### src/sv/pargb_pkg.sv
// Shared types, constants and the divider step for the premultiplied ARGB to RGB block.
package pargb_pkg;

  localparam int unsigned CHAN_W      = 8;
  localparam int unsigned NUM_CH      = 3;
  localparam int unsigned CH_IDX_W    = 2;
  localparam int unsigned CH_RED      = 0;
  localparam int unsigned CH_GREEN    = 1;
  localparam int unsigned CH_BLUE     = 2;

  // Numerator c*255 fits in 16 bits; quotient has the same width.
  localparam int unsigned NUM_W       = 2 * CHAN_W;
  localparam int unsigned BITS_PER_ST = 2;
  localparam int unsigned DIV_STAGES  = NUM_W / BITS_PER_ST;

  // Input register, divider stages, alpha multiply, output register.
  localparam int unsigned NUM_STAGES  = DIV_STAGES + 3;
  localparam int unsigned MUL_ST      = DIV_STAGES + 1;
  localparam int unsigned OUT_ST      = DIV_STAGES + 2;

  // floor(y/255) = (y * ceil(2^32/255)) >> 32, exact for y < 2^24.
  localparam int unsigned Y_W         = NUM_W + CHAN_W;
  localparam int unsigned RECIP_W     = 25;
  localparam int unsigned RECIP_SHIFT = 32;
  localparam logic [RECIP_W-1:0] RECIP_255 = 25'd16843010;
  localparam int unsigned PROD_W      = Y_W + RECIP_W;

  localparam logic [CHAN_W-1:0] CHAN_MAX = 8'hFF;

  typedef logic [CHAN_W-1:0] chan_t;

  // One divider stage: running remainder and numerator/quotient shift register per channel.
  typedef struct packed {
    logic                          zero;
    chan_t                         alpha;
    logic [NUM_CH-1:0][CHAN_W-1:0] rem;
    logic [NUM_CH-1:0][NUM_W-1:0]  nq;
  } div_st_t;

  // c*255 as a shift and subtract.
  function automatic logic [NUM_W-1:0] times_255(chan_t c);
    return {c, {CHAN_W{1'b0}}} - {{CHAN_W{1'b0}}, c};
  endfunction

  // Two restoring division steps on every channel.
  function automatic div_st_t div_step(div_st_t s);
    div_st_t          r;
    logic [CHAN_W:0]  t;
    r = s;
    for (int ch = 0; ch < NUM_CH; ch++) begin
      for (int b = 0; b < BITS_PER_ST; b++) begin
        t = {r.rem[ch], r.nq[ch][NUM_W-1]};
        r.nq[ch] = {r.nq[ch][NUM_W-2:0], 1'b0};
        if (t >= {1'b0, r.alpha}) begin
          t = t - {1'b0, r.alpha};
          r.nq[ch][0] = 1'b1;
        end
        r.rem[ch] = t[CHAN_W-1:0];
      end
    end
    return r;
  endfunction

endpackage

### src/sv/pargb_in_if.sv
// Input channel: one premultiplied ARGB pixel per beat.
interface pargb_in_if;
  logic       valid;
  logic       ready;
  logic [7:0] alpha_in;
  logic [7:0] red_in;
  logic [7:0] green_in;
  logic [7:0] blue_in;

  modport source (output valid, alpha_in, red_in, green_in, blue_in, input ready);
  modport sink   (input valid, alpha_in, red_in, green_in, blue_in, output ready);
endinterface

### src/sv/pargb_out_if.sv
// Output channel: one opaque RGB pixel per beat.
interface pargb_out_if;
  logic       valid;
  logic       ready;
  logic [7:0] red_out;
  logic [7:0] green_out;
  logic [7:0] blue_out;

  modport source (output valid, red_out, green_out, blue_out, input ready);
  modport sink   (input valid, red_out, green_out, blue_out, output ready);
endinterface

### src/sv/premult_argb_to_rgb_over_white.sv
// Top level: premultiplied ARGB pixel to opaque RGB composited over white.
//
// pix_in carries one premultiplied ARGB pixel per beat, pix_out one RGB pixel
// per beat, both valid/ready; a beat moves when valid and ready are high.
// Each color channel is un-premultiplied as floor(c*255/a) and blended over
// white as (255-a) + floor(u*a/255), low 8 bits kept. Alpha 0 gives white.
//
// From input beat to output valid a pixel passes one input register, eight
// divider stages resolving two quotient bits each, one alpha multiply stage
// and one output register doing the reciprocal multiply by 1/255. Throughput is
// one pixel per clock unless pix_out stalls; the three channels run in parallel.
//
// The whole pipeline advances together whenever the output register is empty
// or pix_out.ready is high. When the receiver stalls with a result waiting,
// every stage holds and pix_in.ready drops; nothing is lost or repeated.
// Synchronous reset clears all stage valid bits; the datapath is not reset.
module premult_argb_to_rgb_over_white (
  input  logic         clk,
  input  logic         rst,
  pargb_in_if.sink     pix_in,
  pargb_out_if.source  pix_out
);
  import pargb_pkg::*;

  logic [NUM_STAGES-1:0]          vld;
  logic                           adv;
  div_st_t                        ds [DIV_STAGES+1];
  logic                           m_zero;
  chan_t                          m_alpha;
  logic [NUM_CH-1:0][Y_W-1:0]     m_y;
  logic [NUM_CH-1:0][PROD_W-1:0]  prod;
  logic [NUM_CH-1:0][CHAN_W-1:0]  res;
  logic [NUM_CH-1:0][CHAN_W-1:0]  pix_res;
  logic [NUM_CH-1:0][CHAN_W-1:0]  pix_c;

  // Pipeline advances when the output register is free or being drained
  assign adv          = !vld[OUT_ST] || pix_out.ready;
  assign pix_in.ready = adv;

  assign pix_c[CH_RED]   = pix_in.red_in;
  assign pix_c[CH_GREEN] = pix_in.green_in;
  assign pix_c[CH_BLUE]  = pix_in.blue_in;

  // Valid bits travel with the data
  always_ff @(posedge clk) begin
    if (rst) begin
      vld <= '0;
    end else if (adv) begin
      vld <= {vld[NUM_STAGES-2:0], pix_in.valid};
    end
  end

  // Reciprocal multiply for floor(y/255) and the blend with white
  always_comb begin
    for (int ch = 0; ch < NUM_CH; ch++) begin
      prod[ch] = {{RECIP_W{1'b0}}, m_y[ch]} * {{Y_W{1'b0}}, RECIP_255};
      res[ch]  = m_zero ? CHAN_MAX
               : (~m_alpha) + prod[ch][RECIP_SHIFT +: CHAN_W];
    end
  end

  // Datapath registers
  always_ff @(posedge clk) begin
    if (adv) begin
      // input register: flag transparent pixels, form c*255
      ds[0].zero  <= (pix_in.alpha_in == '0);
      ds[0].alpha <= pix_in.alpha_in;
      ds[0].rem   <= '0;
      for (int ch = 0; ch < NUM_CH; ch++) begin
        ds[0].nq[ch] <= times_255(pix_c[ch]);
      end
      // divider stages
      for (int k = 1; k <= DIV_STAGES; k++) begin
        ds[k] <= div_step(ds[k-1]);
      end
      // u * a
      m_zero  <= ds[DIV_STAGES].zero;
      m_alpha <= ds[DIV_STAGES].alpha;
      for (int ch = 0; ch < NUM_CH; ch++) begin
        m_y[ch] <= {{CHAN_W{1'b0}}, ds[DIV_STAGES].nq[ch]}
                 * {{NUM_W{1'b0}}, ds[DIV_STAGES].alpha};
      end
      // output register
      pix_res <= res;
    end
  end

  assign pix_out.valid     = vld[OUT_ST];
  assign pix_out.red_out   = pix_res[CH_RED];
  assign pix_out.green_out = pix_res[CH_GREEN];
  assign pix_out.blue_out  = pix_res[CH_BLUE];

endmodule

### src/flat_wrapper.sv
// flat-port wrapper written by rule: the top's interface ports become plain ports
module premult_argb_to_rgb_over_white_flat import pargb_pkg::*;
  (clk, rst, pix_in_valid, pix_in_alpha_in, pix_in_red_in, pix_in_green_in, pix_in_blue_in, pix_in_ready, pix_out_valid, pix_out_red_out, pix_out_green_out, pix_out_blue_out, pix_out_ready);
  pargb_in_if pix_in_i ();
  pargb_out_if pix_out_i ();
  input  logic clk;
  input  logic rst;
  input wire logic [$bits(pix_in_i.valid)-1:0] pix_in_valid;
  input wire logic [$bits(pix_in_i.alpha_in)-1:0] pix_in_alpha_in;
  input wire logic [$bits(pix_in_i.red_in)-1:0] pix_in_red_in;
  input wire logic [$bits(pix_in_i.green_in)-1:0] pix_in_green_in;
  input wire logic [$bits(pix_in_i.blue_in)-1:0] pix_in_blue_in;
  output wire logic [$bits(pix_in_i.ready)-1:0] pix_in_ready;
  output wire logic [$bits(pix_out_i.valid)-1:0] pix_out_valid;
  output wire logic [$bits(pix_out_i.red_out)-1:0] pix_out_red_out;
  output wire logic [$bits(pix_out_i.green_out)-1:0] pix_out_green_out;
  output wire logic [$bits(pix_out_i.blue_out)-1:0] pix_out_blue_out;
  input wire logic [$bits(pix_out_i.ready)-1:0] pix_out_ready;
  assign pix_in_i.valid = pix_in_valid;
  assign pix_in_i.alpha_in = pix_in_alpha_in;
  assign pix_in_i.red_in = pix_in_red_in;
  assign pix_in_i.green_in = pix_in_green_in;
  assign pix_in_i.blue_in = pix_in_blue_in;
  assign pix_in_ready = pix_in_i.ready;
  assign pix_out_valid = pix_out_i.valid;
  assign pix_out_red_out = pix_out_i.red_out;
  assign pix_out_green_out = pix_out_i.green_out;
  assign pix_out_blue_out = pix_out_i.blue_out;
  assign pix_out_i.ready = pix_out_ready;
  premult_argb_to_rgb_over_white u_core (.clk(clk), .rst(rst), .pix_in(pix_in_i), .pix_out(pix_out_i));
endmodule
### config.mk
export PLATFORM = sky130hd
export DESIGN_NAME = premult_argb_to_rgb_over_white_flat
export DESIGN_NICKNAME = d
export VERILOG_FILES = /design/src/sv/pargb_pkg.sv /design/src/sv/pargb_in_if.sv /design/src/sv/pargb_out_if.sv /design/src/sv/premult_argb_to_rgb_over_white.sv /design/src/flat_wrapper.sv
export SDC_FILE = /design/constraint.sdc
export NUM_CORES = 2
export LEC_CHECK = 0
export BUFFER_PORTS_ARGS = -buffer_cell sky130_fd_sc_hd__buf_4
export CAP_MARGIN = 20
export CORE_MARGIN = 3
export CORE_UTILIZATION = 32
export CTS_CLUSTER_SIZE = 16
export DETAILED_ROUTE_END_ITERATION = 6
export GPL_ROUTABILITY_DRIVEN = 0
export PLACE_DENSITY_LB_ADDON = 0.08
export SYNTH_ARGS = -nofsm -noshare
export SYNTH_HDL_FRONTEND = slang
export SYNTH_SLANG_ARGS = --single-unit
### constraint.sdc
create_clock -name clk -period 32 [get_ports clk]
set_input_delay 4.8 -clock clk [delete_from_list [all_inputs] [get_ports clk]]
set_output_delay 4.8 -clock clk [all_outputs]
set_load 0.005 [all_outputs]
# ---- Word-level counts from Yosys, hierarchy flattened
# Memory sizes are Yosys's and may differ from the RTL's.
# Cells that the tools add are included.
dict set report totals {
  reg_bits 116
  mem_bits_rw 729
  inputBits 36
  n_memories 1
}
dict set report op_classes {
  n_addsub 54
  n_mul 6
  n_lt_le_gt_ge 48
  mux 194
  bitwise 1
  n_reduce_logical 3
}
# memory words width read_ports rd_ports_with_merged_regs write_ports line_no
set mem_list {}
lappend mem_list {u_core.ds 9 81 9 0 9 premult_argb_to_rgb_over_white.sv:27} ;# div_st_t ds [DIV_STAGES+1];
# op count
set ops {}
lappend ops {{8-bit 2-to-1 mux} 96}
lappend ops {{9-bit by 8-bit >= comparator with 1-bit output} 48}
lappend ops {{8-bit subtractor} 48}
lappend ops {{24-bit by 24-bit multiplier with 39-bit output, second input constant} 3}
lappend ops {{1-bit 2-to-1 mux} 98}
lappend ops {{16-bit by 8-bit multiplier with 24-bit output} 3}
lappend ops {{16-bit by 8-bit subtractor with 16-bit output} 3}
lappend ops {{8-bit adder} 3}
lappend ops {{8-bit zero test} 1}
lappend ops {{8-bit NOT} 1}
lappend ops {{1-bit zero test} 1}
lappend ops {{1-bit logical OR} 1}

# ---- Longest topological paths before layout
# An unclocked memory read counts as a cell.
dict set report depth {
  ltp_word 7
  mapped_depth 25
  depth_no_buf 25
}

# ---- Least setup slack after synthesis
# OpenSTA, ideal clock, no wires.
dict set report synth_timing {
  path_kind {input-to-output}
  startpoint {in pix_out_ready}
  endpoint {out pix_in_ready}
  arrival_ps 26356
  setup_slack_ps 844
  cell_stages 3
  cell_sequence {nor2b_1 inv_1 clkbuf_1}
}
dict set report synth_between {
  elab_chain_cells 1
}
# item line_no
set synth_rtl {}
lappend synth_rtl {{start: declaration} flat_wrapper.sv:18} ;# input wire logic [$bits(pix_out_i.ready)-1:0] pix_out_ready;
lappend synth_rtl {{1-bit logical OR} premult_argb_to_rgb_over_white.sv:37} ;# assign adv = !vld[OUT_ST] || pix_out.ready;
lappend synth_rtl {{end: declaration} flat_wrapper.sv:13} ;# output wire logic [$bits(pix_in_i.ready)-1:0] pix_in_ready;
# No other way between the ends.

# ---- Worst setup path in the final report
# Same ends and word-level chain as after synthesis.

==> flow_metrics.py <==
metrics = {
    "timing": {
        "worst_pin_slew_ns": 1.03,
        "setup_viol": 0,
        "finalHoldViolations": 0,
        "skew_ns": 0.0701,
        "final.setup.tns_ns": 0,
        "relSlewSlack": 0.313,
        "fmax_mhz": 95.8,
        "report.final.slew_viol_count": 0,
        "finalCritPeriodShare": 0.326,
        "rsz0062_at_grt": "false",
        "period_needed_ns": 10.43,
    },
    "synth": {
        "syn_nets": 6962,
        "synth_top_area_frac": 0.374,
        "netlist_top_cells_count": "ha_1, edfxtp_1, inv_1",
        "synth.area.top_cells": "edfxtp_1, ha_1, fa_1",
        "yosysTopAreaCell": "edfxtp_1",
        "ys_ff_latch": 797,
        "synth_area_sq_mm": 0.0631,
        "yosysWarnings": 0,
        "syn_avg_cell_area_sq_um": 11.2,
        "ys_seq_area_frac": 0.377,
        "synth_flop_cell": "edfxtp_1",
        "async_flop_share": 0,
        "yosysMostFrequentCell": "ha_1",
        "synth_edf_count": 786,
        "syn_inst": 5612,
        "ys_types": 74,
    },
    "clocking": {
        "holdBufCountCts": 0,
        "path_clk_slew_ns": 0.06,
        "ctsResizeCount": 0,
        "cts_tree": "done",
        "cts_setup_buffers": 0,
        "cts_buffer_depth": 3,
        "htree_levels": 3,
        "cts_root_buffer": "clkbuf_16",
        "clock_sinks": 797,
        "cts_buffers": 99,
        "clock_latency_ns": 0.75,
    },
    "grt": {
        "grt_overflow_total": 0,
        "antenna_found_initial": 8,
        "grt_start_max_net_pins": 167,
        "grt_pass1_wl_microns": 228000,
        "grt_usage": 0.141,
        "grt_pass1_vias": 40800,
    },
    "placed_design": {
        "buffer_ports.inserted": 61,
        "dpl.hpwl_microns": 110000,
    },
    "flow_run": {
        "max_cap_violations": 0,
    },
    "floorplanning": {
        "num_rows": 162,
        "dieWidth_microns": 450,
        "core_region_area_sq_mm": 0.196,
        "dieArea_sq_mm": 0.203,
        "num_io_pins": 62,
        "chipHeight_microns": 450,
        "initial_core_util": 0.323,
    },
    "setup_path": {
        "cp_data_arrival_time_ns": 5.63,
        "setup.worst_path.start_class": "input pin",
        "worstPathMaxFanout": 25,
        "crit_type": "in -> out",
        "crit_required_ns": 27.20,
        "critPathCaptureType": "primary output",
    },
    "status": {
        "status": "completed",
    },
    "final_layout": {
        "final_layout_size_suffix_gt1_frac": 0.0830,
        "syn_to_final_growth_pct": 11.3,
        "fillers": 19400,
        "nNetsFinal": 7088,
    },
    "route": {
        "dr.pass1.iters": 5,
        "post-route-drc-count": 0,
        "wire_per_inst_microns": 16.7,
        "drt-total-wl_microns": 141000,
        "routed_via_density": 4.61,
        "drtAntennaViolNets": 0,
        "drt_iter0_drc": 1665,
        "vias": 39000,
    },
    "worst_hold_path": {
        "hold_class": "reg -> reg",
    },
}
sequential cells by signal (all words and copies together) (netlist names):
register and flops:
u_core.ds 681, u_core.m_alpha 8, u_core.m_y 72, u_core.m_zero 1
u_core.pix_out.blue_out 8, u_core.pix_out.green_out 8, u_core.pix_out.red_out 8, u_core.vld 11
worst max-delay path: stages:
cell,delay (ns)
buf_4,0.11
nor2b_1,0.14
buf_4,0.23
inv_8,0.11
buf_4,0.19
layout make-up:
cell class / count / area, sq um / area share
clock inverters: 65 / 831 / 0.0118
multi-input cells: 3995 / 36200 / 0.515
diodes: 3 / 7.51 / 0.000107
flip-flops and latches: 797 / 23800 / 0.339
inverters: 754 / 2840 / 0.0404
clock buffers: 119 / 2550 / 0.0363
repair buffers: 91 / 721 / 0.0103
well taps: 2624 / 3280 / 0.0467
layout by cell type, fill, tap and decap left out, types with 20 or more instances in the layout:
cell       Yosys  layout
o21ai_0      239     239
and3_1        22      22
xnor2_1      227     227
fa_1         345     345
nand4_1       61      61
xor2_1        83      83
buf_4          0      88
edfxtp_1     786     786
mux2_2       182     182
nand2b_1      67      67
nand2_1      417     417
mux2i_1       54      54
nor2_1       227     227
a21o_1        78      78
o21bai_1      39      39
ha_1         969     969
nor3_1        37      37
a21oi_1      228     228
o21a_1        32      32
nand3_1       53      53
clkbuf_16      0      99
inv_1        750     749
a21boi_0      50      50
a31oi_1       25      25
and2_1       247     247
clkbuf_1      63      20
nor2b_1       98      98
o31ai_1       23      23
cells by family (layout without fill, tap and decap cells):
kind of cell | count (synthesis) | after routing | synth area share
adder cells (fa/ha/maj) | 1314 | 1314 | 0.301
AND/OR/NAND/NOR | 1290 | 1290 | 0.101
AO/OA/AOI/OAI | 840 | 840 | 0.0861
buffers and inverters | 820 | 1029 | 0.0488
flip-flops | 797 | 797 | 0.377
XOR/XNOR | 310 | 310 | 0.0430
multiplexers | 241 | 241 | 0.0422
other | 0 | 3 | 0
final timing paths:
check	cells past startpoint	from	endpoint	slack, ns
worst max-delay path	5	pix_out_ready	pix_in_ready	21.57
worst min-delay path	0	u_core.ds[7][24]$_DFFE_PP_	u_core.ds[8][26]$_DFFE_PP_	0.38
worst min register to register	0	u_core.ds[7][24]$_DFFE_PP_	u_core.ds[8][26]$_DFFE_PP_	0.38
worst max register to register	19	u_core.ds[8][75]$_DFFE_PP_	u_core.m_y[23]$_DFFE_PP_	25.51
metal layers:
metal,global-route usage,vias up,share of wire
met2,0.239,346,0.47
met4,0.0358,2,0.025
met5,0,-,0.000092
li1,-,19900,-
met3,0.0189,166,0.025
met1,0.190,18600,0.48
metrics by stage:
stage	setup slack [ns]	std cells	utilization	hold WS, ns	area [sq um]
after detailed placement	20.90	8260	0.342	0.405	66900
after global routing	21.51	8446	0.359	0.396	70300
after CTS	20.90	8444	0.359	0.373	70300
final	21.57	8448	0.359	0.379	70300
after floorplan	0.844	5612	-	0.400	63100
after global placement	20.94	8260	0.342	0.401	66900
Power is not shown: default switching activity piles up to over one toggle a cycle in this logic, so the estimate is an artifact.
